--- config.mk ---
export PLATFORM = sky130hd
export DESIGN_NAME = arg_fifo
export DESIGN_NICKNAME = d
export VERILOG_FILES = /design/src/rtl/arg_pkg.sv /design/src/rtl/arg_fifo.sv
export SDC_FILE = /design/constraint.sdc
export NUM_CORES = 1
export LEC_CHECK = 0
export BUFFER_PORTS_ARGS = -buffer_cell sky130_fd_sc_hd__buf_2
export CORE_MARGIN = 10
export CORE_UTILIZATION = 40
export DETAILED_ROUTE_END_ITERATION = 16
export SLEW_MARGIN = 30
export SYNTH_ARGS = -nofsm -noshare
export SYNTH_HDL_FRONTEND = slang
export SYNTH_SLANG_ARGS = --single-unit
--- constraint.sdc ---
create_clock -name clk -period 4.1 [get_ports clk]
set_clock_uncertainty 0.1 [all_clocks]
set_input_delay 0.205 -clock clk [delete_from_list [all_inputs] [get_ports clk]]
set_output_delay 0.205 -clock clk [all_outputs]
set_load 0.03 [all_outputs]
--- src/rtl/arg_pkg.sv ---
// Shared constants, codes and types for the address run grouper.
`default_nettype none
package arg_pkg;

  localparam int MAX_ADDRESSES = 64;
  localparam int ADDR_W        = 16;
  localparam int LEN_W         = 7;
  localparam int STATUS_W      = 2;
  localparam int LIMIT_W       = 7;
  localparam int CFG_DATA_W    = 8;
  localparam int REG_IDX_W     = 2;
  localparam int RESULT_CAP    = 64;

  localparam int CNT_W = $clog2(MAX_ADDRESSES + 1);
  localparam int CMP_W = (CNT_W > LIMIT_W) ? CNT_W : LIMIT_W;

  // queue depth must be a power of two (pointers wrap)
  localparam int QUEUE_DEPTH = 4;
  localparam int Q_PTR_W     = $clog2(QUEUE_DEPTH);

  localparam logic [LEN_W-1:0]    LEN_MAX = {LEN_W{1'b1}};
  localparam logic [LIMIT_W-1:0]  BLOCK_LIMIT_RESET = LIMIT_W'(64);

  localparam logic [STATUS_W-1:0] ST_OK       = 2'd0;
  localparam logic [STATUS_W-1:0] ST_TOO_MANY = 2'd1;
  localparam logic [STATUS_W-1:0] ST_OVERFLOW = 2'd2;

  // unit_id (index 0) and func_code (index 1) are tags only
  localparam logic [REG_IDX_W-1:0] REG_BLOCK_LIMIT = 2'd2;

  typedef struct packed {
    logic                is_err;
    logic [STATUS_W-1:0] status;
    logic [ADDR_W-1:0]   addr;
    logic                last;
  } arg_token_t;

endpackage
`default_nettype wire

--- src/rtl/arg_fifo.sv ---
// Short token queue between the sorting front end and the run builder.
`default_nettype none
module arg_fifo (
  input  wire logic                clk,
  input  wire logic                rst,
  input  wire logic                wr_valid,
  output logic                     wr_ready,
  input  wire arg_pkg::arg_token_t wr_tok,
  output logic                     rd_valid,
  input  wire logic                rd_ready,
  output arg_pkg::arg_token_t      rd_tok
);
  import arg_pkg::*;

  arg_token_t         mem [QUEUE_DEPTH];
  logic [Q_PTR_W-1:0] wptr;
  logic [Q_PTR_W-1:0] rptr;
  logic [Q_PTR_W:0]   fill;
  logic               wr_fire, rd_fire;

  assign wr_ready = (fill != (Q_PTR_W+1)'(QUEUE_DEPTH));
  assign rd_valid = (fill != '0);
  assign rd_tok   = mem[rptr];
  assign wr_fire  = wr_valid && wr_ready;
  assign rd_fire  = rd_valid && rd_ready;

  always_ff @(posedge clk) begin
    if (wr_fire) begin
      mem[wptr] <= wr_tok;
    end
  end

  always_ff @(posedge clk) begin
    if (rst) begin
      wptr <= '0;
      rptr <= '0;
      fill <= '0;
    end else begin
      if (wr_fire) begin
        wptr <= wptr + Q_PTR_W'(1);
      end
      if (rd_fire) begin
        rptr <= rptr + Q_PTR_W'(1);
      end
      case ({wr_fire, rd_fire})
        2'b10:   fill <= fill + (Q_PTR_W+1)'(1);
        2'b01:   fill <= fill - (Q_PTR_W+1)'(1);
        default: fill <= fill;
      endcase
    end
  end

endmodule
`default_nettype wire

==> metrics <==
number of synthesized register bits 89; PwrDens 612 mW/mm2; largest net degree at the start of global routing 21; fin area 0.00414 mm2; largest family of logic cells by synthesized area multiplexers; Post-Synth XOR/XNOR Area 1.26%; TritonCTS Buffers 9; worst path cell trace buf_4, mux4_2, buf_2; Root Buffer clkbuf_8; sequential area share after synthesis 76.3%; hold_ws 0.0356 ns; die extent in x 112 um; DRC 0; GRT Resource Usage Total 9.62%; CP max stage cell mux4_2; most area-consuming cells after synthesis edfxtp_1 71%, mux4_2 13%, dfxtp_1 5.3%, ha_1 1.8%, nor2_1 0.89%; Worst Path Max Fanout 20; register area 0.00258 mm2; first drt pass iteration count 4; Port Buffers 45; clock-pin slew on the worst setup and hold paths 0.08 ns; complex-gate fraction of the synthesized area 1.55%; number of synthesized flops with an enable pin 80; RSZ-0062 raised after global routing no; first-pass GRT wire length 9460 um; diode count 0; Rel. slew slack 63.2%; core area 0.00822 mm2; Post-Syn Instances 156; IO Count 46; mux share of post-synthesis cell area 14.0%; Worst Path Required 3.80 ns; Initial Util 41.2%; Leak 0.00143 uW; area of the multi-input gates 748 um2; Non-Filler Instances 338; clk_lat worst skew 0.34 ns; Final Hold Viols 0; layout cell share with drive strength beyond 1 39.1%; area grow syn2layout 22.2%; drt total wl 5790 um; Async S/R FF share, synth 0%; Post-Place Cells 302; Max-Cap Viols 0; number of library cell types mapped by synthesis 25; Adder-Cell Fraction of Synth Area 2.44%; worst flop-to-flop path startpoint fill[1]; WL met1 2290 um; Post-Syn Area 0.00338 mm2; top_reg_cell synth edfxtp_1; setup violators final 0; Slew Viols, Final 0; height of the die 112 um; Area after DPL 0.00371 mm2; Total Nets Final 258; share of the synthesized area in the top cell type 71.0%; cell row count 33; crit-path leading delay family buffers and inverters; TritonCTS clock tree done; most common cell in the synthesized netlist edfxtp_1; Worst Setup End Kind output pin; worst min path class input port to flop; Crit path arrival time 1.81 ns; CTS Sinks 89; crit path buf inv count 2; total power 2530 uW; initial antenna violation count 0; Peak supply drop 0.243 mV; gp weighted congestion 0.694; post-synth top area cell edfxtp_1; max incr delay on CP 0.57 ns; clk buf depth 2; vias in the first global route 1872; Mapped Nets 186; vias after detailed routing 1631; final period utilization 51.7%; routed length on met3 240 um; Post-DRT Antenna Nets 0; fill cell count 674; minimum clock period 2.12 ns; Commonest cells post-synth 80 x edfxtp_1, 20 x mux4_2, 9 x dfxtp_1; Synth Area in Simple Gates 2.66%; Avg Cell Area, Syn 21.7 um2; initial detailed-routing violation count 75; H-tree depth 3; f_max 0.472 GHz; post-CTS sizing 0; total negative slack 0 ns; worst setup path class flop to output pin; total of warnings raised by yosys 0; DIE AREA 0.0125 mm2; hold_sp rst; Startpoint Class flop; status finished, final reports clean; grt ovf 0; routed wl met2 3130 um; Slew @ Worst Pin 0.552 ns; routed len/inst 17.1 um; vias per cell 4.83; Max Used Layer met4
[cells in the final DEF, fill, tap and decap left out, types with 2 or more instances in the layout]
| cell type | instances |
|---|---|
| a21oi_1 | 2 |
| and2_2 | 4 |
| buf_2 | 45 |
| bufinv_16 | 2 |
| clkbuf_8 | 9 |
| clkinv_1 | 2 |
| dfxtp_1 | 8 |
| dlygate4sd3_1 | 20 |
| edfxtp_1 | 80 |
| ha_1 | 5 |
| inv_1 | 5 |
| inv_6 | 2 |
| mux4_2 | 20 |
| nand2b_1 | 2 |
| nor2_1 | 8 |
| or3_1 | 2 |
| xor2_1 | 3 |
[where the power goes]
part	total, uW	switching (uW)	internal [uW]
clock	641	298	343
sequential	1150	54.5	1100
combinational	740	443	297
[worst register-to-register path, stage by stage, from the launching register on]
cell      delay [ns]
dfxtp_1         0.36
nor2_2          0.20
a21boi_4        0.11
inv_2           0.07
ha_1            0.17
inv_1           0.06
fa_1            0.37
xor2_1          0.16
or3_1           0.31
a21oi_1         0.13
[metrics by stage]
step	util, %	setup WS [ns]
floorplan	-	2.14
global placement	45.2	1.98
finish	50.3	1.98
detailed placement	45.2	1.98
global route	50.3	1.83
CTS	50.3	1.76
[state kept, by name, indices dropped and copies added, names as in the netlist, named ones only]
name  count
fill      3
mem      80
rptr      2
wptr      2
[cell families after synthesis]
group | Yosys count
AND/OR/NAND/NOR | 18
flip-flops | 89
multiplexers | 22
AO/OA/AOI/OAI | 6
adder cells (fa/ha/maj) | 6
XOR/XNOR | 4
buffers and inverters | 11
[what timing repair did]
action,CTS,global route
hold endpoints to repair,80,0
hold buffers,20,0
buffers inserted,0,0
[metal layers]
layer | GRT usage (%) | vias to the layer above
met5 | 0 | -
met4 | 5.33 | 0
met3 | 2.63 | 11
met2 | 17.1 | 33
met1 | 10.0 | 821
li1 | - | 766
[path summary, 6_finish.rpt]
path / endpoint / slack (ns) / cells past startpoint
worst max-delay path: rd_tok[12] / 1.98 / 3
worst min-delay path: fill[2] / 0.04 / 2
worst max register to register: fill[2] / 2.00 / 9
worst min register to register: wptr[1] / 0.43 / 2
[area by class of cell]
type | count | share of cell area (%)
clock inverters | 7 | 2.24
clock buffers | 9 | 3.00
inverters | 6 | 0.545
multi-input cells | 56 | 18.1
flip-flops and latches | 89 | 62.5
well taps | 105 | 3.18
repair buffers | 66 | 10.5
No activity file was read; power rests on OpenSTA's default activity.
