<file path="src/rtl/arg_pkg.sv">
// Shared constants, codes and types for the address run grouper.
`default_nettype none
package arg_pkg;

  localparam int MAX_ADDRESSES = 64;
  localparam int ADDR_W        = 16;
  localparam int LEN_W         = 7;
  localparam int STATUS_W      = 2;
  localparam int LIMIT_W       = 7;
  localparam int CFG_DATA_W    = 8;
  localparam int REG_IDX_W     = 2;
  localparam int RESULT_CAP    = 64;

  localparam int CNT_W = $clog2(MAX_ADDRESSES + 1);
  localparam int CMP_W = (CNT_W > LIMIT_W) ? CNT_W : LIMIT_W;

  // queue depth must be a power of two (pointers wrap)
  localparam int QUEUE_DEPTH = 4;
  localparam int Q_PTR_W     = $clog2(QUEUE_DEPTH);

  localparam logic [LEN_W-1:0]    LEN_MAX = {LEN_W{1'b1}};
  localparam logic [LIMIT_W-1:0]  BLOCK_LIMIT_RESET = LIMIT_W'(64);

  localparam logic [STATUS_W-1:0] ST_OK       = 2'd0;
  localparam logic [STATUS_W-1:0] ST_TOO_MANY = 2'd1;
  localparam logic [STATUS_W-1:0] ST_OVERFLOW = 2'd2;

  // unit_id (index 0) and func_code (index 1) are tags only
  localparam logic [REG_IDX_W-1:0] REG_BLOCK_LIMIT = 2'd2;

  typedef struct packed {
    logic                is_err;
    logic [STATUS_W-1:0] status;
    logic [ADDR_W-1:0]   addr;
    logic                last;
  } arg_token_t;

endpackage
`default_nettype wire

</file>
<file path="src/rtl/arg_back.sv">
// Back end: merges sorted addresses into runs and drives the result register.
`default_nettype none
module arg_back (
  input  wire logic                          clk,
  input  wire logic                          rst,
  input  wire logic                          tok_valid,
  output logic                               tok_ready,
  input  wire arg_pkg::arg_token_t           tok,
  output logic                               out_valid,
  input  wire logic                          out_ready,
  output logic [arg_pkg::ADDR_W-1:0]         run_start,
  output logic [arg_pkg::LEN_W-1:0]          run_length,
  output logic [arg_pkg::STATUS_W-1:0]       status,
  output logic                               last_run
);
  import arg_pkg::*;

  logic                run_active;
  logic [ADDR_W-1:0]   acc_start;
  logic [LEN_W-1:0]    acc_len;
  logic [ADDR_W-1:0]   prev_addr;

  logic                run_active_next;
  logic [ADDR_W-1:0]   acc_start_next;
  logic [LEN_W-1:0]    acc_len_next;
  logic [ADDR_W-1:0]   prev_addr_next;

  logic                emit;
  logic [ADDR_W-1:0]   e_start;
  logic [LEN_W-1:0]    e_len;
  logic [STATUS_W-1:0] e_status;
  logic                e_last;

  logic slot, contiguous;
  logic [LEN_W-1:0] len_inc;

  assign slot       = !out_valid || out_ready;
  assign contiguous = run_active &&
                      ({1'b0, tok.addr} == ({1'b0, prev_addr} + (ADDR_W+1)'(1)));
  assign len_inc    = (acc_len == LEN_MAX) ? acc_len : acc_len + LEN_W'(1);

  always_comb begin
    emit            = 1'b0;
    tok_ready       = 1'b0;
    e_start         = acc_start;
    e_len           = acc_len;
    e_status        = ST_OK;
    e_last          = 1'b0;
    run_active_next = run_active;
    acc_start_next  = acc_start;
    acc_len_next    = acc_len;
    prev_addr_next  = prev_addr;
    if (tok_valid) begin
      if (tok.is_err) begin
        if (slot) begin
          emit      = 1'b1;
          tok_ready = 1'b1;
          e_start   = '0;
          e_len     = '0;
          e_status  = tok.status;
          e_last    = 1'b1;
        end
      end else if (run_active && !contiguous) begin
        // close the open run; the token is taken on a later cycle
        if (slot) begin
          emit            = 1'b1;
          run_active_next = 1'b0;
        end
      end else if (contiguous) begin
        if (tok.last) begin
          if (slot) begin
            emit            = 1'b1;
            tok_ready       = 1'b1;
            e_len           = len_inc;
            e_last          = 1'b1;
            run_active_next = 1'b0;
          end
        end else begin
          tok_ready      = 1'b1;
          acc_len_next   = len_inc;
          prev_addr_next = tok.addr;
        end
      end else begin
        if (tok.last) begin
          if (slot) begin
            emit      = 1'b1;
            tok_ready = 1'b1;
            e_start   = tok.addr;
            e_len     = LEN_W'(1);
            e_last    = 1'b1;
          end
        end else begin
          tok_ready       = 1'b1;
          run_active_next = 1'b1;
          acc_start_next  = tok.addr;
          acc_len_next    = LEN_W'(1);
          prev_addr_next  = tok.addr;
        end
      end
    end
  end

  always_ff @(posedge clk) begin
    if (rst) begin
      out_valid  <= 1'b0;
      run_active <= 1'b0;
    end else begin
      run_active <= run_active_next;
      if (emit) begin
        out_valid <= 1'b1;
      end else if (out_ready) begin
        out_valid <= 1'b0;
      end
    end
  end

  always_ff @(posedge clk) begin
    acc_start <= acc_start_next;
    acc_len   <= acc_len_next;
    prev_addr <= prev_addr_next;
    if (emit) begin
      run_start  <= e_start;
      run_length <= e_len;
      status     <= e_status;
      last_run   <= e_last;
    end
  end

endmodule
`default_nettype wire

</file>
<file path="config.mk">
export PLATFORM = sky130hd
export DESIGN_NAME = arg_back
export DESIGN_NICKNAME = d
export VERILOG_FILES = /design/src/rtl/arg_pkg.sv /design/src/rtl/arg_back.sv
export SDC_FILE = /design/constraint.sdc
export NUM_CORES = 1
export LEC_CHECK = 0
export BUFFER_PORTS_ARGS = -buffer_cell sky130_fd_sc_hd__buf_2
export CAP_MARGIN = 10
export CORE_MARGIN = 3
export CORE_UTILIZATION = 40
export DETAILED_ROUTE_END_ITERATION = 8
export GPL_TIMING_DRIVEN = 0
export SYNTH_ARGS = -nofsm -noshare
export SYNTH_HDL_FRONTEND = slang
export SYNTH_SLANG_ARGS = --single-unit
</file>
<file path="constraint.sdc">
create_clock -name clk -period 5.95 [get_ports clk]
set_clock_uncertainty 0.1 [all_clocks]
set_input_delay 1.19 -clock clk [delete_from_list [all_inputs] [get_ports clk]]
set_output_delay 1.19 -clock clk [all_outputs]
set_load 0.05 [all_outputs]
</file>
==> flow_summary.toml <==
[logic_synthesis]
synth_cells = 300
ys_seq_elements = 67
netlist.area_leader.share = 0.590
muxShareOfSynthArea = 0.00302
synth.most_common_cell = "edfxtp_1"
synth_compound_area_frac = 0.0960
syn_nets = 326
synthTopCellsByArea = "edfxtp_1 (59%), nand2_1 (5.8%), xnor2_1 (5.3%), o21ai_0 (3.9%), nor2_1 (2.8%)"
synth_top_family_by_area = "simple AND/OR/NAND/NOR gates"
synth_adder_area_share = 0.00756
synth_top_cell_by_area = "edfxtp_1"
ys.flop_type = "edfxtp_1"
synth_edf_count = 65
netlist-cell-type-count = 44
synth-warning-count = 0
synthSimpleGateAreaFrac = 0.203
syn_area_sq_um = 3310
ys_async_sr_fraction = 0
avgSynthCellArea_sq_um = 11.0
synth_xor_area_frac = 0.0714
yosys-top-cells-count = "edfxtp_1 (65), nand2_1 (51), o21ai_0 (26)"
ys_seq_area_frac = 0.602

[floorplanning]
die_h_um = 97.0
die_area_sq_um = 9400
num_rows = 32
pin_count = 52
start_util = 0.420
die_w_um = 97.0
core_sq_um = 7890

[clock_tree]
clockBufferDepth = 2
cts_buffers = 9
h-tree-depth = 3
cts_tree = "done"
hold_buffers = 0
postCtsSetupBuffers = 0
clock_latency_ns = 0.33
cts_root_buffer = "clkbuf_8"
clkTransAtPathRegs_ns = 0.07
cts-resized-gates = 0
clock_sinks = 67

[timing]
clock.fmax_mhz = 219
finalSetupViolations = 0
slew-limit-headroom = 0.374
period_minus_slack_ns = 4.58
tns_ns = 0
rsz0062_at_grt = "no"
worst_pin_slew_ns = 0.936
layout_worst_path_cycle_share = 0.769
postLayoutSetupSlackWorst_ns = 1.37
slew_violations = 0
hold_viol = 0

[grt]
grt_pass1_vias = 2473
grt_overflow = 0
grt_pass1_wl_um = 11900
grt_max_degree = 27
grt_use_total = 0.155
antenna_found_initial = 0

[route]
vias = 2500
drtIter0Drc = 124
ant_nets = 0
wirelength_um = 7090
viasPerCell = 5.31
wl_per_cell_um = 15.1
drcViolationCount = 0
drtPass1Iterations = 4

[setup_path]
timing.rr.start = "prev_addr[0]"
cp_max_fo = 5
endpoint_kind = "output port"
rr_endpoint = "prev_addr[14]"
startpoint_type = "input pin"
cp_top_family = "simple AND/OR/NAND/NOR gates"
reg2reg_slack_ns = 2.23
critical_path_buf_inv_count = 2
crit_type = "input pin to output port"
reg2regPathDepth = 8
critical_path_required_ns = 4.66
critPathArrivalTime_ns = 3.29
path_cells = "buf_2 > xnor2_1 > xnor2_1 > o2111a_1 > a21oi_1 > nand4_1 > nor3_1 > nand2b_1 > o221a_2 > buf_2"
cpPeakStageDelay_ns = 0.27
cpMaxStageDelayCell = "xnor2_1"

[hold_path]
holdPathEnd = "run_start[6]"
min-delay-start = "acc_start[6]"
hp-class = "register to register"
whs_path_depth = 2

[power]
leakage_nw = 1.43
power_density_nw_per_um2 = 278
peakVddDrop_v = 0.0000988

[outcome]
run_status = "complete, no violations"

[final_layout]
synthToLayoutAreaGrowth_pct = 19.1
final_nets = 390
layout-drive-gt1-share = 0.209
n_antenna_cell = 0

[job]
maxCapViolations = 0

[place]
portBuffers = 51
place_ws_ns = 1.41
gp_congestion = 0.836
dp_hpwl_um = 5070
==> worst register-to-register path: stages (launching register included) <==
cell and delay, ns:
edfxtp_1 0.44, ha_1 0.26, nand4_2 0.13, or3_4 0.38, o41a_1 0.51, nor3_1 0.28
nand2b_1 0.25, nor3b_2 0.80, buf_6 0.28
==> state kept, by name, indices dropped and copies added (netlist names) <==
name / cells
acc_len: 7
run_length: 7
status: 2
out_valid: 1
acc_start: 16
run_start: 16
prev_addr: 16
run_active: 1
last_run: 1
==> final cells by class <==
class | instances | area, sq um
fillers | 742 | 3940
flip-flops and latches | 67 | 1990
multi-input cells | 218 | 1280
repair buffers | 53 | 278
well taps | 102 | 128
clock buffers | 9 | 124
clock inverters | 7 | 82.6
plain buffers | 9 | 36.3
inverters | 6 | 22.5
==> where the power goes <==
group	leakage, nW	total [W]	internal, W	switching, W
Combinational	0.697	0.000143	0.0000399	0.000104
Sequential	0.626	0.000551	0.000543	0.00000843
Clock	0.108	0.000400	0.000231	0.000169
Total	1.43	0.00109	0.000813	0.000281
==> worst max-delay path by stage <==
stage,from,end,slack (ns),cells after the start
2_1_floorplan,tok[4],acc_len[0],1.27,7
3_3_place_gp,tok[12],prev_addr[7],0.05,9
3_5_place_dp,tok[12],tok_ready,1.41,10
4_1_cts,tok[12],tok_ready,1.40,10
5_1_grt,tok[4],tok_ready,1.18,9
6_report,tok[12],tok_ready,1.37,10
==> routing by layer <==
metal  vias to the layer above  global-route usage  wire length (um)
li1                       1228                   -                 -
met1                      1210               0.212              3440
met2                        54               0.239              3270
met3                         8              0.0418               286
met4                         0              0.0529                87
met5                         -                   0                 0
==> through the flow <==
step | cell area [sq um] | hold WS (ns) | cells | power (W) | util
after floorplan | 3310 | 0.411 | 300 | 0.000661 | -
after global placement | 3690 | 0.423 | 453 | 0.000701 | 0.468
after detailed placement | 3740 | 0.426 | 455 | 0.000706 | 0.474
after CTS | 3940 | 0.444 | 471 | 0.00111 | 0.500
after global routing | 3940 | 0.479 | 471 | 0.00114 | 0.500
final | 3940 | 0.443 | 471 | 0.00109 | 0.500
==> kinds of logic (layout without fill, tap and decap cells) <==
| group | Yosys count | count (layout) |
|---|---|---|
| AND/OR/NAND/NOR | 137 | 137 |
| flip-flops | 67 | 67 |
| AO/OA/AOI/OAI | 51 | 51 |
| XOR/XNOR | 27 | 27 |
| buffers and inverters | 15 | 84 |
| adder cells (fa/ha/maj) | 2 | 2 |
| multiplexers | 1 | 1 |
==> cell usage in the layout, fill, tap and decap left out, drive strengths merged, types with 2 or more instances in the layout <==
| cell | netlist | layout |
|---|---|---|
| nor2b | 3 | 3 |
| dfxtp | 2 | 2 |
| nand2 | 51 | 51 |
| or3 | 3 | 3 |
| edfxtp | 65 | 65 |
| nor4 | 2 | 2 |
| inv | 6 | 6 |
| nor2 | 25 | 25 |
| nor4b | 3 | 3 |
| nand3 | 13 | 13 |
| xor2 | 7 | 7 |
| or4 | 4 | 4 |
| o21ai | 26 | 26 |
| buf | 1 | 54 |
| nor3b | 3 | 3 |
| nor3 | 7 | 7 |
| a21oi | 8 | 8 |
| and3 | 3 | 3 |
| xnor2 | 20 | 20 |
| o211ai | 4 | 4 |
| and2 | 3 | 3 |
| bufinv | 0 | 2 |
| clkbuf | 8 | 17 |
| clkinv | 0 | 5 |
| nand4 | 7 | 7 |
| nand2b | 8 | 8 |
| ha | 2 | 2 |
Note: power is estimated with default switching activity, not from simulation.
